## config.mk

```make
export PLATFORM = sky130hd
export DESIGN_NAME = line_sensor_calibrated_position_top
export DESIGN_NICKNAME = d
export VERILOG_FILES = /design/src/rtl/lscp_pkg.sv /design/src/rtl/lscp_cal_ram.sv /design/src/rtl/lscp_divider.sv /design/src/rtl/line_sensor_calibrated_position_top.sv
export SDC_FILE = /design/constraint.sdc
export NUM_CORES = 2
export LEC_CHECK = 0
export BUFFER_PORTS_ARGS = -buffer_cell sky130_fd_sc_hd__buf_4
export CAP_MARGIN = 20
export CELL_PAD_IN_SITES_DETAIL_PLACEMENT = 0
export CELL_PAD_IN_SITES_GLOBAL_PLACEMENT = 1
export CORE_MARGIN = 5
export CORE_UTILIZATION = 56
export CTS_BUF_LIST = sky130_fd_sc_hd__clkbuf_2
export DETAILED_ROUTE_END_ITERATION = 8
export PLACE_DENSITY = 0.83
export SYNTH_ARGS = -nofsm -noshare
export SYNTH_HDL_FRONTEND = slang
export SYNTH_SLANG_ARGS = --single-unit
```

## constraint.sdc

```tcl
create_clock -name clock -period 12 [get_ports clock]
set_clock_uncertainty 0.15 [all_clocks]
set_input_delay 1.2 -clock clock [delete_from_list [all_inputs] [get_ports clock]]
set_output_delay 1.2 -clock clock [all_outputs]
set_load 0.005 [all_outputs]
```

## src/rtl/lscp_pkg.sv

```systemverilog
package lscp_pkg;

   localparam int MAX_CHANNELS = 16;
   localparam int FULL_SCALE   = 1000;
   localparam int ADDR_W       = $clog2(MAX_CHANNELS);
   localparam int FS_W         = $clog2(FULL_SCALE + 1);
   localparam int MAG_W        = 33;
   localparam int PROD_W       = MAG_W + FS_W;
   localparam int WSUM_W       = 28;
   localparam int WGT_W        = 14;
   localparam int POS_W        = 14;
   localparam int PV_W         = 10;
   localparam int CNT_W        = 5;

   localparam logic signed [31:0] INT_MIN = 32'sh8000_0000;
   localparam logic signed [31:0] INT_MAX = 32'sh7fff_ffff;

   localparam logic KIND_CAL     = 1'b0;
   localparam logic KIND_MEASURE = 1'b1;

   typedef struct packed {
      logic              kind;
      logic [3:0]        channel;
      logic signed [31:0] reading;
      logic              frame_end;
   } req_type;

   typedef struct packed {
      logic [3:0]         out_channel;
      logic signed [31:0] chan_max;
      logic signed [31:0] chan_min;
      logic [PV_W-1:0]    processed_value;
      logic [POS_W-1:0]   line_position;
      logic               is_position;
      logic               last;
   } rsp_type;

   typedef struct packed {
      logic signed [31:0] max_val;
      logic signed [31:0] min_val;
   } cal_entry_type;

   typedef struct packed {
      logic [MAG_W-1:0]  rem_init;
      logic [WSUM_W-1:0] bits;
      logic [MAG_W-1:0]  divisor;
      logic [CNT_W-1:0]  count;
   } div_cmd_type;

endpackage

```

## src/rtl/lscp_cal_ram.sv

```systemverilog
module lscp_cal_ram
   import lscp_pkg::*;
(
   input  logic                clock,
   input  logic                reset,
   input  logic                wr_en,
   input  logic [ADDR_W-1:0]   wr_addr,
   input  cal_entry_type       wr_data,
   input  logic                rd_en,
   input  logic [ADDR_W-1:0]   rd_addr,
   output cal_entry_type       rd_data
);

   cal_entry_type             mem [MAX_CHANNELS];
   logic [MAX_CHANNELS-1:0]   valid_ff;
   cal_entry_type             rd_data_ff;
   logic                      rd_valid_ff;

   always_ff @(posedge clock) begin
      if (reset) begin
         valid_ff <= '0;
      end else if (wr_en) begin
         valid_ff[wr_addr] <= 1'b1;
      end
   end

   always_ff @(posedge clock) begin
      if (wr_en) begin
         mem[wr_addr] <= wr_data;
      end
      if (rd_en) begin
         rd_data_ff  <= mem[rd_addr];
         rd_valid_ff <= valid_ff[rd_addr];
      end
   end

   always_comb begin
      if (rd_valid_ff) begin
         rd_data = rd_data_ff;
      end else begin
         rd_data.max_val = INT_MIN;
         rd_data.min_val = INT_MAX;
      end
   end

endmodule

```

## src/rtl/lscp_divider.sv

```systemverilog
module lscp_divider
   import lscp_pkg::*;
(
   input  logic              clock,
   input  logic              reset,
   input  logic              start,
   input  div_cmd_type       cmd,
   output logic              done,
   output logic [WSUM_W-1:0] quotient
);

   logic [MAG_W-1:0]  rem_ff, rem_in;
   logic [WSUM_W-1:0] bits_ff, bits_in;
   logic [WSUM_W-1:0] quo_ff, quo_in;
   logic [MAG_W-1:0]  dvs_ff;
   logic [CNT_W-1:0]  cnt_ff, cnt_in;
   logic              busy_ff, busy_in;
   logic              done_ff, done_in;
   logic [MAG_W:0]    trial;

   always_comb begin
      rem_in  = rem_ff;
      bits_in = bits_ff;
      quo_in  = quo_ff;
      cnt_in  = cnt_ff;
      busy_in = busy_ff;
      done_in = 1'b0;
      trial   = {rem_ff, bits_ff[WSUM_W-1]} - {1'b0, dvs_ff};
      if (start) begin
         rem_in  = cmd.rem_init;
         bits_in = cmd.bits;
         quo_in  = '0;
         cnt_in  = cmd.count;
         busy_in = 1'b1;
      end else if (busy_ff) begin
         if (!trial[MAG_W]) begin
            rem_in = trial[MAG_W-1:0];
         end else begin
            rem_in = {rem_ff[MAG_W-2:0], bits_ff[WSUM_W-1]};
         end
         quo_in  = {quo_ff[WSUM_W-2:0], !trial[MAG_W]};
         bits_in = {bits_ff[WSUM_W-2:0], 1'b0};
         cnt_in  = cnt_ff - 1'b1;
         if (cnt_ff == CNT_W'(1)) begin
            busy_in = 1'b0;
            done_in = 1'b1;
         end
      end
   end

   always_ff @(posedge clock) begin
      if (reset) begin
         busy_ff <= 1'b0;
         done_ff <= 1'b0;
      end else begin
         busy_ff <= busy_in;
         done_ff <= done_in;
      end
      rem_ff  <= rem_in;
      bits_ff <= bits_in;
      quo_ff  <= quo_in;
      cnt_ff  <= cnt_in;
      if (start) begin
         dvs_ff <= cmd.divisor;
      end
   end

   assign done     = done_ff;
   assign quotient = quo_ff;

endmodule

```

## src/rtl/line_sensor_calibrated_position_top.sv

```systemverilog
// Calibration item: RAM read, then write back in S_READ, no result.
// Measurement item: value result leaves from S_VAL, via S_READ alone without
// a divide, else after S_MUL, S_DSTART, S_DWAIT (serial divide, one quotient
// bit a cycle); frame_end adds a position, via S_PWAIT for a nonzero sum.
// One item in flight; results leave through a one-deep output register.
// Synchronous reset: extremes read as reset values until written, sums clear.
module line_sensor_calibrated_position_top
   import lscp_pkg::*;
(
   input  logic       clock,
   input  logic       reset,
   input  logic       req_valid,
   output logic       req_ready,
   input  req_type    req_data,
   output logic       rsp_valid,
   input  logic       rsp_ready,
   output rsp_type    rsp_data,
   input  logic       csr_we,
   input  logic [4:0] csr_wdata
);

   typedef enum logic [3:0] {
      S_IDLE, S_READ, S_MUL, S_DSTART, S_DWAIT, S_VAL, S_PSTART, S_PWAIT, S_POS
   } state_type;

   state_type          state_ff;
   req_type            req_ff;
   logic [4:0]         num_ch_ff;
   logic signed [31:0] mx_ff, mn_ff;
   logic [MAG_W-1:0]   na_ff, da_ff;
   logic [PROD_W-1:0]  prod_ff;
   logic [PV_W-1:0]    p_ff;
   logic [WSUM_W-1:0]  wsum_ff, wsum_in;
   logic [WGT_W-1:0]   wgt_ff, wgt_in;
   logic [POS_W-1:0]   pos_ff;
   logic               rsp_valid_ff;
   rsp_type            rsp_data_ff;

   cal_entry_type      rd_data, wr_data;
   logic               ram_we, ram_re;
   logic               accept, slot_free, ignore, rsp_load;
   logic               div_start, div_done;
   div_cmd_type        div_cmd;
   logic [WSUM_W-1:0]  div_q;

   logic signed [MAG_W-1:0] nd, dd;
   logic [MAG_W-1:0]        na, da;
   logic [4:0]              nclamp;
   logic [POS_W-1:0]        pos_zero, pos_sat;
   logic [PV_W-1:0]         p_direct;
   logic                    use_div;

   assign accept    = req_valid && req_ready;
   assign req_ready = (state_ff == S_IDLE);
   assign slot_free = !rsp_valid_ff || rsp_ready;
   assign rsp_load  = ((state_ff == S_VAL) || (state_ff == S_POS)) && slot_free;
   assign ignore    = (32'(req_data.channel) >= 32'(MAX_CHANNELS));
   assign ram_re    = accept;
   assign ram_we    = (state_ff == S_READ) && (req_ff.kind == KIND_CAL);

   always_comb begin
      wr_data.max_val = (req_ff.reading > rd_data.max_val) ? req_ff.reading : rd_data.max_val;
      wr_data.min_val = (req_ff.reading < rd_data.min_val) ? req_ff.reading : rd_data.min_val;
   end

   lscp_cal_ram u_ram (
      .clock   (clock),
      .reset   (reset),
      .wr_en   (ram_we),
      .wr_addr (ADDR_W'(req_ff.channel)),
      .wr_data (wr_data),
      .rd_en   (ram_re),
      .rd_addr (ADDR_W'(req_data.channel)),
      .rd_data (rd_data)
   );

   // classification of the normalised value
   always_comb begin
      nd = {req_ff.reading[31], req_ff.reading} - {rd_data.min_val[31], rd_data.min_val};
      dd = {rd_data.max_val[31], rd_data.max_val} - {rd_data.min_val[31], rd_data.min_val};
      na = nd[MAG_W-1] ? MAG_W'(-nd) : MAG_W'(nd);
      da = dd[MAG_W-1] ? MAG_W'(-dd) : MAG_W'(dd);
      use_div  = 1'b0;
      p_direct = PV_W'(FULL_SCALE);
      if (dd == '0) begin
         p_direct = (req_ff.reading <= rd_data.min_val) ? PV_W'(FULL_SCALE) : '0;
      end else if ((nd == '0) || (nd[MAG_W-1] != dd[MAG_W-1])) begin
         p_direct = PV_W'(FULL_SCALE);
      end else if (na >= da) begin
         p_direct = '0;
      end else begin
         use_div = 1'b1;
      end
   end

   always_comb begin
      div_start = (state_ff == S_DSTART) || ((state_ff == S_PSTART) && (wgt_ff != '0));
      if (state_ff == S_PSTART) begin
         div_cmd.rem_init = '0;
         div_cmd.bits     = wsum_ff;
         div_cmd.divisor  = MAG_W'(wgt_ff);
         div_cmd.count    = CNT_W'(WSUM_W);
      end else begin
         div_cmd.rem_init = prod_ff[PROD_W-1:FS_W];
         div_cmd.bits     = {prod_ff[FS_W-1:0], (WSUM_W-FS_W)'(0)};
         div_cmd.divisor  = da_ff;
         div_cmd.count    = CNT_W'(FS_W);
      end
   end

   lscp_divider u_div (
      .clock    (clock),
      .reset    (reset),
      .start    (div_start),
      .cmd      (div_cmd),
      .done     (div_done),
      .quotient (div_q)
   );

   always_comb begin
      wsum_in = wsum_ff + WSUM_W'(32'(p_ff) * 32'(req_ff.channel) * FULL_SCALE);
      wgt_in  = wgt_ff + WGT_W'(p_ff);
      if (num_ch_ff == '0) begin
         nclamp = 5'd1;
      end else if (32'(num_ch_ff) > MAX_CHANNELS) begin
         nclamp = 5'(MAX_CHANNELS);
      end else begin
         nclamp = num_ch_ff;
      end
      pos_zero = POS_W'(((32'(nclamp) - 1) * FULL_SCALE) / 2);
      pos_sat  = (div_q > WSUM_W'({POS_W{1'b1}})) ? {POS_W{1'b1}} : div_q[POS_W-1:0];
   end

   always_ff @(posedge clock) begin
      if (reset) begin
         state_ff     <= S_IDLE;
         num_ch_ff    <= 5'd8;
         wsum_ff      <= '0;
         wgt_ff       <= '0;
         rsp_valid_ff <= 1'b0;
      end else begin
         if (csr_we) begin
            num_ch_ff <= csr_wdata;
         end
         if (rsp_valid_ff && rsp_ready && !rsp_load) begin
            rsp_valid_ff <= 1'b0;
         end
         case (state_ff)
            S_IDLE: begin
               if (accept) begin
                  req_ff <= req_data;
                  if (!ignore) begin
                     state_ff <= S_READ;
                  end
               end
            end
            S_READ: begin
               mx_ff <= rd_data.max_val;
               mn_ff <= rd_data.min_val;
               na_ff <= na;
               da_ff <= da;
               p_ff  <= p_direct;
               if (req_ff.kind == KIND_CAL) begin
                  state_ff <= S_IDLE;
               end else if (use_div) begin
                  state_ff <= S_MUL;
               end else begin
                  state_ff <= S_VAL;
               end
            end
            S_MUL: begin
               prod_ff  <= PROD_W'(na_ff) * PROD_W'(FULL_SCALE);
               state_ff <= S_DSTART;
            end
            S_DSTART: begin
               state_ff <= S_DWAIT;
            end
            S_DWAIT: begin
               if (div_done) begin
                  p_ff     <= PV_W'(FULL_SCALE) - div_q[PV_W-1:0];
                  state_ff <= S_VAL;
               end
            end
            S_VAL: begin
               if (slot_free) begin
                  rsp_valid_ff                <= 1'b1;
                  rsp_data_ff.out_channel     <= req_ff.channel;
                  rsp_data_ff.chan_max        <= mx_ff;
                  rsp_data_ff.chan_min        <= mn_ff;
                  rsp_data_ff.processed_value <= p_ff;
                  rsp_data_ff.line_position   <= '0;
                  rsp_data_ff.is_position     <= 1'b0;
                  rsp_data_ff.last            <= !req_ff.frame_end;
                  wsum_ff <= wsum_in;
                  wgt_ff  <= wgt_in;
                  state_ff <= req_ff.frame_end ? S_PSTART : S_IDLE;
               end
            end
            S_PSTART: begin
               if (wgt_ff == '0) begin
                  pos_ff   <= pos_zero;
                  state_ff <= S_POS;
               end else begin
                  state_ff <= S_PWAIT;
               end
            end
            S_PWAIT: begin
               if (div_done) begin
                  pos_ff   <= pos_sat;
                  state_ff <= S_POS;
               end
            end
            S_POS: begin
               if (slot_free) begin
                  rsp_valid_ff                <= 1'b1;
                  rsp_data_ff.out_channel     <= '0;
                  rsp_data_ff.chan_max        <= '0;
                  rsp_data_ff.chan_min        <= '0;
                  rsp_data_ff.processed_value <= '0;
                  rsp_data_ff.line_position   <= pos_ff;
                  rsp_data_ff.is_position     <= 1'b1;
                  rsp_data_ff.last            <= 1'b1;
                  wsum_ff  <= '0;
                  wgt_ff   <= '0;
                  state_ff <= S_IDLE;
               end
            end
            default: begin
               state_ff <= S_IDLE;
            end
         endcase
      end
   end

   assign rsp_valid = rsp_valid_ff;
   assign rsp_data  = rsp_data_ff;

endmodule

```

==> impl_metrics.ini <==
[critical_path]
r2r_setup_slack_ns = 2.68
crit_family = adder cells
arrival_ns = 10.69
end_kind = flip-flop
worstPathRequired_ns = 13.37
crit_fanout = 18
crit_start = req_ff[36]
r2r_start = req_ff[36]
critical_path_cell_count = 36
crit_slowest_cell = edfxtp_1
endpoint = wsum_ff[25]
r2r-end = wsum_ff[25]
cp-start-kind = flip-flop
path_buf_inv = 5
cpPeakStageDelay_ns = 0.81
crit_top_cell = fa_1
r2r_cells = 36
path_class = reg -> reg

[drt]
drt_iter0_drc = 4509
viasPerCell = 5.99
ant_nets = 0
dr.max_layer_used = met5
wirelength_met1_mm = 79.1
routed_wl_mm = 200
detail_route.first_pass.iterations = 7
routed-wl-met2_mm = 99.0
wl_per_cell_microns = 24.6
vias = 48900
drc = 0
met3_length_mm = 16.1

[global_route]
grt_pass1_wl_mm = 302
grt_pass1_vias = 49600
grt_use_total = 0.264
antenna_found_initial = 4
overflow = 0
grt_max_degree = 109

[die]
dieArea_sq_mm = 0.150
die_h_microns = 388
num_io_pins = 144
die_x_microns = 388
core_sq_mm = 0.142
num_rows = 138
start_util = 0.564

[clock_network]
cts-root-buf = clkbuf_2
cts.path.max_buffers = 4
post-cts-setup-buffers = 0
post_cts_resized = 0
cts_buffers = 398
path_clk_slew_ns = 0.10
h-tree-depth = 5
clk_latency_ns = 1.76
cts_tree = yes
clock-sinks = 1606

[yosys]
seq_area_frac_synth = 0.591
synth_nets = 6086
synthesis.area_sq_mm = 0.0800
ys_types = 88
synth_seq_cells = 1606
synthTopCellsByCount = edfxtp_1 (1511), ha_1 (374), inv_1 (337)
synth_edf_count = 1511
yosysMostFrequentCell = edfxtp_1
synth_area_leaders = edfxtp_1 (57%), mux4_2 (9.2%), ha_1 (5.9%), fa_1 (4.9%), dfxtp_1 (2.4%)
async_flop_share = 0
yosysTopAreaCell = edfxtp_1
synth_top_cell_area_share = 0.567
synthCells = 5470
ys.flop_type = edfxtp_1
syn_avg_cell_area_sq_um = 14.6
ys.warnings.count = 0

[timing]
finalHoldViolCount = 0
max_freq_ghz = 0.107
fin_setup_tns_ns = 0
period_share = 0.777
max-slew-margin-rel = 0.207
slew_viol_final = 0
rsz0062_at_grt = false
max_slew.worst_pin.slew_ns = 1.19
layout_min_cycle_time_ns = 9.32
setup_viol = 0

[placement]
dp_hpwl_mm = 129
place.gp.congestion = 0.873
port_buffers = 143

[final_layout]
drive_above_1_share = 0.202
fillers = 10600
finalNetCount = 6598
syn_to_final_growth_pct = 9.73

[worst_hold_path]
worst_hold_path_type = in -> reg
min_delay_path_depth = 2

[job]
max-cap-violations = 0

[run_status]
status = finished, final reports clean
what timing repair did:
| action | 4_1_cts | 5_1_grt |
|---|---|---|
| hold endpoints to repair | 100 | 0 |
| endpoints found under the setup margin | 0 | 0 |
| hold buffers | 86 | 0 |
logic make-up (layout without fill, tap and decap cells):
family / count (synthesis) / in the layout / synth area share
AO/OA/AOI/OAI: 820 / 820 / 0.0669
flip-flops: 1606 / 1606 / 0.591
other: 0 / 10 / 0
AND/OR/NAND/NOR: 1261 / 1261 / 0.0772
adder cells (fa/ha/maj): 568 / 568 / 0.107
multiplexers: 432 / 432 / 0.106
buffers and inverters: 541 / 1326 / 0.0256
XOR/XNOR: 242 / 242 / 0.0265
worst min path at each step:
| stage | from | end | slack, ns |
|---|---|---|---|
| finish | req_data[32] | req_ff[32] | 0.20 |
| global route | req_data[37] | req_ff[37] | 0.02 |
| global placement | u_ram.valid_ff[5] | u_ram.valid_ff[5] | 0.29 |
| detailed placement | u_ram.valid_ff[2] | u_ram.valid_ff[2] | 0.31 |
| CTS | req_data[37] | req_ff[37] | 0.03 |
| floorplan | u_ram.valid_ff[10] | u_ram.valid_ff[10] | 0.28 |
area by class of cell:
| type | instances | area, sq um | area share |
|---|---|---|---|
| clock buffers | 563 | 2820 | 0.0321 |
| clock inverters | 110 | 498 | 0.00567 |
| repair buffers | 316 | 2680 | 0.0305 |
| inverters | 337 | 1270 | 0.0144 |
| multi-input cells | 3323 | 30800 | 0.351 |
| diodes | 10 | 25.0 | 0.000285 |
| flip-flops and latches | 1606 | 47300 | 0.539 |
| well taps | 1890 | 2360 | 0.0269 |
metal layers:
layer  GRT usage  up-vias
li1            -    21900
met1       0.354    24300
met2       0.444     2258
met3      0.0440      365
met4      0.0914        2
met5           0        -
metrics by stage:
step                       util  worst slack, ns  std cells  area (sq um)  hold slack, ns
after floorplan               -             3.51       5470         80000           0.285
after global placement    0.588             2.77       7366         83400           0.294
after detailed placement  0.589             2.68       7371         83400           0.309
after CTS                 0.618             2.63       8130         87600          0.0265
after global routing      0.619             1.91       8152         87800          0.0186
final                     0.619             2.68       8155         87800           0.196
registers in the layout (all words and copies together) (netlist names), 16 cells and up:
signal            count
rsp_data             94
u_div.dvs_ff         33
u_ram.mem          1024
u_ram.valid_ff       16
req_ff               38
da_ff                33
prod_ff              40
mx_ff                32
wsum_ff              25
u_ram.rd_data_ff     64
u_div.rem_ff         33
mn_ff                32
na_ff                33
u_div.bits_ff        25
u_div.quotient       28
worst reg2reg max path: cells and delay by family, from the launching register on:
family / cells / cell delay, ns
adders and majority gates: 8 / 3.73
and+or+nand+nor: 8 / 1.44
xor gates and xnor gates: 3 / 0.67
DFF: 1 / 0.81
AOI/OAI and AO/OA: 12 / 2.02
buffers and inverters: 5 / 0.42
placed cells by master (no fill, tap or decap), types with 58 or more instances in the layout:
master / synthesis / routed
mux2i_1: 59 / 59
buf_4: 1 / 222
dlygate4sd3_1: 0 / 86
clkbuf_2: 0 / 563
ha_1: 374 / 374
nor3_1: 62 / 58
dfxtp_1: 95 / 94
xor2_1: 76 / 76
xnor2_1: 166 / 166
a21oi_1: 235 / 235
inv_1: 337 / 335
clkinv_1: 0 / 83
mux4_2: 325 / 325
and2_1: 67 / 66
nor2_1: 318 / 304
o21ai_0: 158 / 158
nand2_1: 330 / 330
nor2b_1: 147 / 143
nand2b_1: 67 / 67
edfxtp_1: 1511 / 1511
a21o_1: 92 / 92
nand3_1: 98 / 97
fa_1: 194 / 194
Power is left out: the tool's default activity adds up to more than one toggle a clock period on the data nets, which glitch-free logic cannot reach.
